[src/ptt_pkg.sv]
// Shared types, codes and constants of the periodic task timer table.
package ptt_pkg;

    localparam int SLOT_COUNT_DEF = 16;
    localparam int DELAY_BITS_DEF = 16;

    localparam int SLOT_W   = 4;
    localparam int FIELD_W  = 16;
    localparam int TIME_W   = 27;
    localparam int MASK_W   = 16;

    localparam int unsigned MS_PER_SECOND = 1000;
    localparam logic [TIME_W-1:0] MS_PER_DAY = TIME_W'(24 * 60 * 60 * MS_PER_SECOND);

    typedef enum logic [2:0] {
        KIND_TICK     = 3'd0,
        KIND_ADD      = 3'd1,
        KIND_REMOVE   = 3'd2,
        KIND_DISPATCH = 3'd3,
        KIND_SET_TIME = 3'd4
    } t_kind;

    typedef enum logic [1:0] {
        ST_DONE     = 2'd0,
        ST_REJECTED = 2'd1,
        ST_NONE     = 2'd2
    } t_status;

    typedef enum logic [2:0] {
        S_IDLE,
        S_TICK,
        S_SCAN,
        S_DISP,
        S_FINISH
    } t_state;

    typedef struct packed {
        t_kind               kind;
        logic [SLOT_W-1:0]   slot;
        logic [FIELD_W-1:0]  period;
        logic [FIELD_W-1:0]  first_delay;
        logic [TIME_W-1:0]   time_value;
    } t_item;

    typedef struct packed {
        t_status             status;
        logic [SLOT_W-1:0]   chosen_slot;
        logic [MASK_W-1:0]   pending_mask;
        logic [TIME_W-1:0]   time_now;
    } t_result;

    typedef struct packed {
        logic                tick;
        logic                load;
        logic [TIME_W-1:0]   value;
    } t_tod_cmd;

endpackage

[src/ptt_ram.sv]
// Generic simple dual-port RAM with one write port and a registered read port.
module ptt_ram #(
    parameter int WIDTH = 32,
    parameter int DEPTH = 16,
    localparam int AW = (DEPTH > 1) ? $clog2(DEPTH) : 1
) (
    input  logic             i_clk,
    input  logic             i_we,
    input  logic [AW-1:0]    i_waddr,
    input  logic [WIDTH-1:0] i_wdata,
    input  logic [AW-1:0]    i_raddr,
    output logic [WIDTH-1:0] o_rdata
);

    logic [WIDTH-1:0] r_mem [DEPTH];
    logic [WIDTH-1:0] r_rdata;

    always_ff @(posedge i_clk) begin
        if (i_we) begin
            r_mem[i_waddr] <= i_wdata;
        end
        r_rdata <= r_mem[i_raddr];
    end

    assign o_rdata = r_rdata;

endmodule

[src/ptt_tod.sv]
// Millisecond time-of-day counter with tick advance, day wrap and load.
module ptt_tod (
    input  logic                     i_clk,
    input  logic                     i_rst_n,
    input  ptt_pkg::t_tod_cmd        i_cmd,
    output logic [ptt_pkg::TIME_W-1:0] o_ms
);

    logic [ptt_pkg::TIME_W-1:0] r_ms;
    logic [ptt_pkg::TIME_W-1:0] n_ms;

    always_comb begin
        n_ms = r_ms;
        if (i_cmd.load) begin
            n_ms = (i_cmd.value >= ptt_pkg::MS_PER_DAY) ? '0 : i_cmd.value;
        end else if (i_cmd.tick) begin
            n_ms = (r_ms == ptt_pkg::MS_PER_DAY - 1'b1) ? '0 : r_ms + 1'b1;
        end
    end

    always_ff @(posedge i_clk) begin
        if (!i_rst_n) begin
            r_ms <= '0;
        end else begin
            r_ms <= n_ms;
        end
    end

    assign o_ms = r_ms;

    a_ms_in_day: assert property (@(posedge i_clk) disable iff (!i_rst_n)
        $past(i_rst_n) |-> (r_ms < ptt_pkg::MS_PER_DAY))
        else $error("time of day beyond last millisecond");

endmodule

[src/ptt_engine.sv]
// Slot sequencer: flag vectors, period/count memory walk, dispatch scan and time keeping.
module ptt_engine #(
    parameter int SLOT_COUNT = ptt_pkg::SLOT_COUNT_DEF,
    parameter int DELAY_BITS = ptt_pkg::DELAY_BITS_DEF
) (
    input  logic              i_clk,
    input  logic              i_rst_n,
    input  logic              i_start,
    input  ptt_pkg::t_item    i_item,
    output logic              o_ready,
    input  logic              i_res_free,
    output logic              o_res_valid,
    output ptt_pkg::t_result  o_res
);

    localparam int SW = (SLOT_COUNT > 1) ? $clog2(SLOT_COUNT) : 1;
    localparam int CW = $clog2(SLOT_COUNT + 1);
    localparam int RW = 2 * DELAY_BITS;
    localparam logic [CW-1:0] CNT_END  = CW'(SLOT_COUNT);
    localparam logic [CW-1:0] CNT_LAST = CW'(SLOT_COUNT - 1);
    localparam logic [SW-1:0] IDX_LAST = SW'(SLOT_COUNT - 1);

    ptt_pkg::t_state r_state;
    ptt_pkg::t_state n_state;

    logic [SLOT_COUNT-1:0]       r_active, n_active;
    logic [SLOT_COUNT-1:0]       r_pending, n_pending;
    logic [SW-1:0]               r_ptr, n_ptr;
    logic [SW-1:0]               r_idx, n_idx;
    logic [CW-1:0]               r_cnt, n_cnt;
    logic                        r_wb_valid, n_wb_valid;
    logic [SW-1:0]               r_wb_idx, n_wb_idx;
    ptt_pkg::t_status            r_status, n_status;
    logic [ptt_pkg::SLOT_W-1:0]  r_chosen, n_chosen;

    logic                        wr_en;
    logic [SW-1:0]               wr_addr;
    logic [RW-1:0]               wr_data;
    logic [SW-1:0]               rd_addr;
    logic [RW-1:0]               rd_data;
    logic [DELAY_BITS-1:0]       rd_period;
    logic [DELAY_BITS-1:0]       rd_count;

    ptt_pkg::t_tod_cmd           tod_cmd;
    logic [ptt_pkg::TIME_W-1:0]  tod_ms;

    logic                        slot_ok;
    logic [SW-1:0]               slot_idx;
    logic                        hit;
    logic [SW-1:0]               idx_next;

    assign rd_period = rd_data[RW-1:DELAY_BITS];
    assign rd_count  = rd_data[DELAY_BITS-1:0];
    assign slot_ok   = (32'(i_item.slot) < SLOT_COUNT);
    assign slot_idx  = SW'(i_item.slot);
    assign hit       = r_active[r_idx] && r_pending[r_idx];
    assign idx_next  = (r_idx == IDX_LAST) ? '0 : r_idx + 1'b1;

    ptt_ram #(
        .WIDTH (RW),
        .DEPTH (SLOT_COUNT)
    ) u_slot_ram (
        .i_clk   (i_clk),
        .i_we    (wr_en),
        .i_waddr (wr_addr),
        .i_wdata (wr_data),
        .i_raddr (rd_addr),
        .o_rdata (rd_data)
    );

    ptt_tod u_tod (
        .i_clk   (i_clk),
        .i_rst_n (i_rst_n),
        .i_cmd   (tod_cmd),
        .o_ms    (tod_ms)
    );

    always_comb begin
        n_state = r_state;
        unique case (r_state)
            ptt_pkg::S_IDLE: begin
                if (i_start) begin
                    unique case (i_item.kind)
                        ptt_pkg::KIND_TICK:     n_state = ptt_pkg::S_TICK;
                        ptt_pkg::KIND_DISPATCH: n_state = ptt_pkg::S_SCAN;
                        default:                n_state = ptt_pkg::S_FINISH;
                    endcase
                end
            end
            ptt_pkg::S_TICK: begin
                if (r_cnt == CNT_END) begin
                    n_state = ptt_pkg::S_FINISH;
                end
            end
            ptt_pkg::S_SCAN: begin
                if (hit) begin
                    n_state = ptt_pkg::S_DISP;
                end else if (r_cnt == CNT_LAST) begin
                    n_state = ptt_pkg::S_FINISH;
                end
            end
            ptt_pkg::S_DISP: n_state = ptt_pkg::S_FINISH;
            ptt_pkg::S_FINISH: begin
                if (i_res_free) begin
                    n_state = ptt_pkg::S_IDLE;
                end
            end
            default: n_state = ptt_pkg::S_IDLE;
        endcase
    end

    always_comb begin
        n_active    = r_active;
        n_pending   = r_pending;
        n_ptr       = r_ptr;
        n_idx       = r_idx;
        n_cnt       = r_cnt;
        n_wb_valid  = 1'b0;
        n_wb_idx    = r_wb_idx;
        n_status    = r_status;
        n_chosen    = r_chosen;
        wr_en       = 1'b0;
        wr_addr     = r_wb_idx;
        wr_data     = {rd_period, rd_period};
        rd_addr     = r_idx;
        tod_cmd     = '0;
        o_ready     = 1'b0;
        o_res_valid = 1'b0;
        unique case (r_state)
            ptt_pkg::S_IDLE: begin
                o_ready = 1'b1;
                if (i_start) begin
                    n_status = ptt_pkg::ST_DONE;
                    n_chosen = '0;
                    n_cnt    = '0;
                    unique case (i_item.kind)
                        ptt_pkg::KIND_TICK: begin
                            tod_cmd.tick = 1'b1;
                        end
                        ptt_pkg::KIND_ADD: begin
                            if (!slot_ok || r_active[slot_idx]) begin
                                n_status = ptt_pkg::ST_REJECTED;
                            end else begin
                                wr_en               = 1'b1;
                                wr_addr             = slot_idx;
                                wr_data             = {DELAY_BITS'(i_item.period),
                                                       DELAY_BITS'(i_item.first_delay)};
                                n_active[slot_idx]  = 1'b1;
                                n_pending[slot_idx] = 1'b0;
                            end
                        end
                        ptt_pkg::KIND_REMOVE: begin
                            if (!slot_ok || !r_active[slot_idx]) begin
                                n_status = ptt_pkg::ST_REJECTED;
                            end else begin
                                n_active[slot_idx]  = 1'b0;
                                n_pending[slot_idx] = 1'b0;
                            end
                        end
                        ptt_pkg::KIND_DISPATCH: begin
                            n_idx = r_ptr;
                        end
                        ptt_pkg::KIND_SET_TIME: begin
                            tod_cmd.load  = 1'b1;
                            tod_cmd.value = i_item.time_value;
                        end
                        default: ;
                    endcase
                end
            end
            ptt_pkg::S_TICK: begin
                rd_addr = r_cnt[SW-1:0];
                if (r_cnt != CNT_END) begin
                    n_wb_valid = 1'b1;
                    n_wb_idx   = r_cnt[SW-1:0];
                    n_cnt      = r_cnt + 1'b1;
                end
                if (r_wb_valid && r_active[r_wb_idx] && rd_count != '0) begin
                    wr_en = 1'b1;
                    if (rd_count == DELAY_BITS'(1)) begin
                        wr_data             = {rd_period, rd_period};
                        n_pending[r_wb_idx] = 1'b1;
                    end else begin
                        wr_data = {rd_period, DELAY_BITS'(rd_count - 1'b1)};
                    end
                end
            end
            ptt_pkg::S_SCAN: begin
                if (!hit) begin
                    if (r_cnt == CNT_LAST) begin
                        n_status = ptt_pkg::ST_NONE;
                    end else begin
                        n_idx = idx_next;
                        n_cnt = r_cnt + 1'b1;
                    end
                end
            end
            ptt_pkg::S_DISP: begin
                n_pending[r_idx] = 1'b0;
                if (rd_period == '0) begin
                    n_active[r_idx] = 1'b0;
                end
                n_ptr    = idx_next;
                n_chosen = ptt_pkg::SLOT_W'(r_idx);
            end
            ptt_pkg::S_FINISH: begin
                o_res_valid = i_res_free;
            end
            default: ;
        endcase
    end

    always_comb begin
        o_res.status       = r_status;
        o_res.chosen_slot  = r_chosen;
        o_res.pending_mask = ptt_pkg::MASK_W'(r_pending);
        o_res.time_now     = tod_ms;
    end

    always_ff @(posedge i_clk) begin
        if (!i_rst_n) begin
            r_state    <= ptt_pkg::S_IDLE;
            r_active   <= '0;
            r_pending  <= '0;
            r_ptr      <= '0;
            r_wb_valid <= 1'b0;
        end else begin
            r_state    <= n_state;
            r_active   <= n_active;
            r_pending  <= n_pending;
            r_ptr      <= n_ptr;
            r_wb_valid <= n_wb_valid;
        end
    end

    always_ff @(posedge i_clk) begin
        r_idx    <= n_idx;
        r_cnt    <= n_cnt;
        r_wb_idx <= n_wb_idx;
        r_status <= n_status;
        r_chosen <= n_chosen;
    end

    a_tick_no_overlap: assert property (@(posedge i_clk) disable iff (!i_rst_n)
        (r_state == ptt_pkg::S_TICK && wr_en) |-> (wr_addr != rd_addr))
        else $error("tick write-back hits the entry being read");

    a_pending_active: assert property (@(posedge i_clk) disable iff (!i_rst_n)
        $past(i_rst_n) |-> ((r_pending & ~r_active) == '0))
        else $error("pending flag set on an inactive slot");

    a_dispatch_clears: assert property (@(posedge i_clk) disable iff (!i_rst_n)
        (r_state == ptt_pkg::S_DISP) |=> !r_pending[$past(r_idx)])
        else $error("dispatched slot still pending");

endmodule

[src/periodic_task_timer_table_top.sv]
// Top level of the periodic task timer table with stream ports and output register.
// A tick request walks the period/count memory, one slot a cycle on its single read port,
// and a dispatch request scans the flag vectors round-robin, one slot a cycle, up to the
// first active pending slot; add, remove, set time and unknown kinds go straight from
// idle to the finish state. A finished result sits in an output register, so the next
// request is accepted while it waits to be taken. The period/count memory needs no
// clearing after reset: an entry is read only for an active slot, which an add has
// always written.
module periodic_task_timer_table_top #(
    parameter int SLOT_COUNT = ptt_pkg::SLOT_COUNT_DEF,
    parameter int DELAY_BITS = ptt_pkg::DELAY_BITS_DEF
) (
    input  logic        i_clk,
    input  logic        i_rst_n,
    input  logic        s_tvalid,
    output logic        s_tready,
    input  logic [63:0] s_tdata,  // slot[3:0], period[19:4], first_delay[35:20], time_value[62:36]
    input  logic [2:0]  s_tuser,  // kind[2:0]
    output logic        m_tvalid,
    input  logic        m_tready,
    output logic [47:0] m_tdata,  // chosen_slot[3:0], pending_mask[19:4], time_now[46:20]
    output logic [1:0]  m_tuser   // status[1:0]
);

    ptt_pkg::t_item   item;
    ptt_pkg::t_result res;
    ptt_pkg::t_result r_out, n_out;
    logic             r_out_valid, n_out_valid;
    logic             res_valid;
    logic             res_free;
    logic             start;

    always_comb begin
        item.kind        = ptt_pkg::t_kind'(s_tuser);
        item.slot        = s_tdata[3:0];
        item.period      = s_tdata[19:4];
        item.first_delay = s_tdata[35:20];
        item.time_value  = s_tdata[62:36];
    end

    assign start    = s_tvalid && s_tready;
    assign res_free = !r_out_valid || m_tready;

    ptt_engine #(
        .SLOT_COUNT (SLOT_COUNT),
        .DELAY_BITS (DELAY_BITS)
    ) u_engine (
        .i_clk       (i_clk),
        .i_rst_n     (i_rst_n),
        .i_start     (start),
        .i_item      (item),
        .o_ready     (s_tready),
        .i_res_free  (res_free),
        .o_res_valid (res_valid),
        .o_res       (res)
    );

    always_comb begin
        n_out       = r_out;
        n_out_valid = r_out_valid;
        if (res_valid) begin
            n_out       = res;
            n_out_valid = 1'b1;
        end else if (m_tready) begin
            n_out_valid = 1'b0;
        end
    end

    always_ff @(posedge i_clk) begin
        if (!i_rst_n) begin
            r_out_valid <= 1'b0;
        end else begin
            r_out_valid <= n_out_valid;
        end
    end

    always_ff @(posedge i_clk) begin
        r_out <= n_out;
    end

    assign m_tvalid = r_out_valid;
    assign m_tuser  = r_out.status;
    assign m_tdata  = {1'b0, r_out.time_now, r_out.pending_mask, r_out.chosen_slot};

    a_no_overwrite: assert property (@(posedge i_clk) disable iff (!i_rst_n)
        res_valid |-> (!r_out_valid || m_tready))
        else $error("result overwrites one not yet taken");

endmodule
[config.mk]
export PLATFORM = sky130hd
export DESIGN_NAME = periodic_task_timer_table_top
export DESIGN_NICKNAME = d
export VERILOG_FILES = /design/src/ptt_pkg.sv /design/src/ptt_ram.sv /design/src/ptt_tod.sv /design/src/ptt_engine.sv /design/src/periodic_task_timer_table_top.sv
export SDC_FILE = /design/constraint.sdc
export NUM_CORES = 1
export LEC_CHECK = 0
export ABC_AREA = 1
export BUFFER_PORTS_ARGS = -buffer_cell sky130_fd_sc_hd__buf_2
export CAP_MARGIN = 10
export CELL_PAD_IN_SITES_DETAIL_PLACEMENT = 1
export CELL_PAD_IN_SITES_GLOBAL_PLACEMENT = 1
export CORE_MARGIN = 1
export CORE_UTILIZATION = 40
export DETAILED_ROUTE_END_ITERATION = 6
export GPL_ROUTABILITY_DRIVEN = 1
export PLACE_DENSITY = 0.67
export SYNTH_ARGS = -nofsm -noshare
export SYNTH_HDL_FRONTEND = slang
export SYNTH_SLANG_ARGS = --single-unit
[constraint.sdc]
create_clock -name i_clk -period 13 [get_ports i_clk]
set_clock_uncertainty 0.2 [all_clocks]
set_input_delay 0 -clock i_clk [delete_from_list [all_inputs] [get_ports i_clk]]
set_output_delay 0 -clock i_clk [all_outputs]
set_load 0.005 [all_outputs]
==> summary.md <==
| Metric | Value |
|---|---|
| Synth cell types | `51` |
| Count leader, synth | `edfxtp_1` |
| Synth Warn # | `0` |
| Outcome | `finished, final reports clean` |
| DP Area | `31270 um^2` |
| Bufs and invs on worst path | `3` |
| Syn Inst Count | `2802` |
| R2r startpoint | `u_engine.r_state[0]$_SDFFE_PN0P_` |
| Worst path cell trace | `inv_2 -> nand2_2 -> nor2_4 -> nand2_4 -> inv_1 -> nand3_4 -> o21ai_1 -> nand3_1 -> nor2_4 -> buf_4` |
| Setup bufs post-CTS | `0` |
| Yosys reg bits | `680` |
| Rows | `99` |
| Vias in the first global route | `23630` |
| CTS buffer count | `74` |
| Initial Utilization | `40.70%` |
| DP Worst Slack | `8.494 ns` |
| Kind of end point of the critical path | `flop` |
| R2R Path End | `u_engine.u_slot_ram.r_mem[9][22]$_DFFE_PP_` |
| Fmax | `217.2 MHz` |
| Clock latency on the worst-skew pair | `0.63 ns` |
| R2r worst-path depth | `10` |
| Worst-case clock buffer depth | `3` |
| Avg Inst Size Synth | `10.67 um^2` |
| Routability cong. | `0.8559` |
| Final #Nets | `3071` |
| Area leader, netlist | `edfxtp_1` |
| Final setup TNS | `0 ns` |
| Synth top area share | `58.26%` |
| First-pass GRT wire length | `141400 um` |
| WHS Path Cells | `6` |
| Final-report max-slew violation count | `0` |
| Vias post-DR | `22790` |
| Final antenna-violating net count | `0` |
| Crit path DAT | `4.63 ns` |
| Final Hold Fails | `0` |
| Async set-reset flop share out of synthesis | `0%` |
| WP depth | `10` |
| Most used cell, CP | `nor2_4` |
| Fillers | `7915` |
| Final setup viols | `0` |
| Power per cell area | `184.4 nW/um^2` |
| Routed wire length per instance | `23.62 um` |
| CTS tree | `yes` |
| Worst vdd ir | `0.0001448 V` |
| Kind of critical path | `reg -> reg` |
| Number of synthesized flops with an enable pin | `580` |
| DPL Wire Length | `53060 um` |
| Worst-Margin Slew | `1.198 ns` |
| Min cycle time layout | `4.603 ns` |
| Seq/Total Area, Yosys | `64.95%` |
| RSZ-0062 raised after global routing | `false` |
| Top cells by area, synth | `edfxtp_1 (58%), dfxtp_1 (6.7%), o21ai_0 (5.5%)` |
| Clock sinks | `680` |
| CP required | `13.03 ns` |
| Residual DRC | `0` |
| Die Y | `275.4 um` |
| Final Total Pwr | `6.442 mW` |
| Fin crit share | `35.41%` |
| Hold crit path type | `in -> reg` |
| Slew HR | `19.79%` |
| Delay-heaviest family, CP | `simple AND/OR/NAND/NOR gates` |
| CP Launch Type | `flop` |
| Aggregate global routing overflow | `0` |
| Core Area | `73450 um^2` |
| Max cap viols | `0` |
| Layout area overhead | `16.83%` |
| Root buf cell | `clkbuf_16` |
| CP peak stage delay | `0.63 ns` |
| Cell Area, Synth | `29900 um^2` |
| CP max FO | `53` |
| Largest net degree at the start of global routing | `151` |
| Port bufs | `120` |
| Reg2reg setup slack | `8.40 ns` |
| Post-synth top flop | `edfxtp_1` |
| Reg clk slew, reported paths | `0.06 ns` |
| Final Worst Setup Slack | `8.397 ns` |
| Share of post-route cells with drive strength above 1 | `11.51%` |
| Antenna violations before repair | `2` |
| Mapped Nets | `2884` |
| Drt pass-1 iters | `5` |
| GRT Util Overall | `24.78%` |
| Die W | `275.4 um` |
| H-tree depth | `3` |
| Leakage | `12.39 nW` |
| Critical path's slowest cell | `buf_4` |
| Hold path startpoint | `s_tdata[0]` |
| Total die area | `75840 um^2` |
| Final instance area | `34930 um^2` |
| Via-per-instance ratio | `5.683` |
| WL final | `94730 um` |
| Io pins | `123` |
| Post-synth top cells | `edfxtp_1 (580), nand2_1 (432), nor2_1 (432)` |
| Iter 0 DRT Violations | `1599` |
## stage by stage
stage / hold slack, ns / cells / utilization (%)
2_1_floorplan: -0.03385 / 2802 / -
3_3_place_gp: 0.09193 / 3754 / 42.57
3_5_place_dp: 0.09965 / 3754 / 42.57
4_1_cts: 0.03252 / 4008 / 47.54
5_1_grt: 0.1085 / 4010 / 47.55
6_report: 0.05683 / 4010 / 47.55
## power by group
group / leakage [nW] / switching, mW / internal (mW)
clock: 1.20 / 0.891 / 1.23
sequential: 6.08 / 0.121 / 2.81
combinational: 5.10 / 1.05 / 0.341
## metal layers
layer  up-vias  GRT usage (%)  wire length, um  share of wire, %
li1      10400              -                -                 -
met1     11520          31.56            40180                42
met2       697          42.65            46450                49
met3       175          4.315             5350               5.6
met4         0          8.026             2739               2.9
met5         -              0                0                 0
## registers in the layout (all words and copies together) (netlist names), named ones only
name,count
u_engine.r_state,3
u_engine.r_cnt,5
m_tvalid,1
u_engine.u_tod.o_ms,27
u_engine.u_slot_ram.o_rdata,32
u_engine.r_ptr,4
u_engine.r_status,2
u_engine.r_wb_idx,4
u_engine.r_wb_valid,1
u_engine.u_slot_ram.r_mem,512
u_engine.r_idx,4
u_engine.r_chosen,4
u_engine.r_pending,16
m_tdata,47
m_tuser,2
## cell families after synthesis
group | synth area share, %
fa+ha+maj | 0.4604
buf+inv | 4.842
other cells | 0.01254
simple gates | 15.49
compound gates | 13.63
flops | 64.95
xor+xnor | 0.6152
## tightest hold or removal path: cells and delay by family
kind,cells,cell delay [ns]
AOI/OAI and AO/OA,1,0.16
buffers and inverters,1,0.20
and+or+nand+nor,4,0.48
## how the worst max path moves through the flow
stage / from / slack (ns) / to
after CTS: u_engine.r_state[0]$_SDFFE_PN0P_ / 8.39 / u_engine.u_slot_ram.o_rdata[20]$_DFF_P_
after global routing: u_engine.r_state[0]$_SDFFE_PN0P_ / 8.07 / u_engine.u_slot_ram.o_rdata[0]$_DFF_P_
after floorplan: u_engine.r_state[1]$_SDFFE_PN0P_ / 7.06 / m_tdata[0]$_DFFE_PP_
after detailed placement: u_engine.r_state[0]$_SDFFE_PN0P_ / 8.49 / u_engine.u_slot_ram.r_mem[13][26]$_DFFE_PP_
final: u_engine.r_state[0]$_SDFFE_PN0P_ / 8.40 / u_engine.u_slot_ram.r_mem[9][22]$_DFFE_PP_
after global placement: u_engine.r_state[0]$_SDFFE_PN0P_ / 8.62 / u_engine.u_slot_ram.r_mem[9][17]$_DFFE_PP_
## layout make-up
type	instances	area (um^2)	area share, %
clock buffer	103	2082	5.961
tap	959	1200	3.435
antenna	2	5.005	0.01433
multi-input combinational	1800	9200	26.34
inverter	165	626.9	1.795
sequential	680	19420	55.60
clock inverter	33	389.1	1.114
timing repair buffer	268	2007	5.746
## what timing repair did
item / in CTS / in global routing
hold buffers: 118 / 0
resized for setup: 0 / 0
endpoints found under the hold margin: 322 / 0
## cell usage in the layout (no fill, tap or decap), drive strengths merged, types with 5 or more instances in the layout
master       count
nand2          445
o211ai          74
o221ai          83
ha              11
clkinv          31
o21ai          369
nand3          108
buf            150
nor3            22
edfxtp         580
a21oi           64
or2              9
o21a            13
nand4           50
nand3b           5
inv            160
dlygate4sd3    118
nor4             6
o22ai           45
dfxtp          100
xor2            18
bufinv           5
a31o            12
clkbuf         103
nor2           444
No activity file was read; power rests on OpenSTA's default activity.
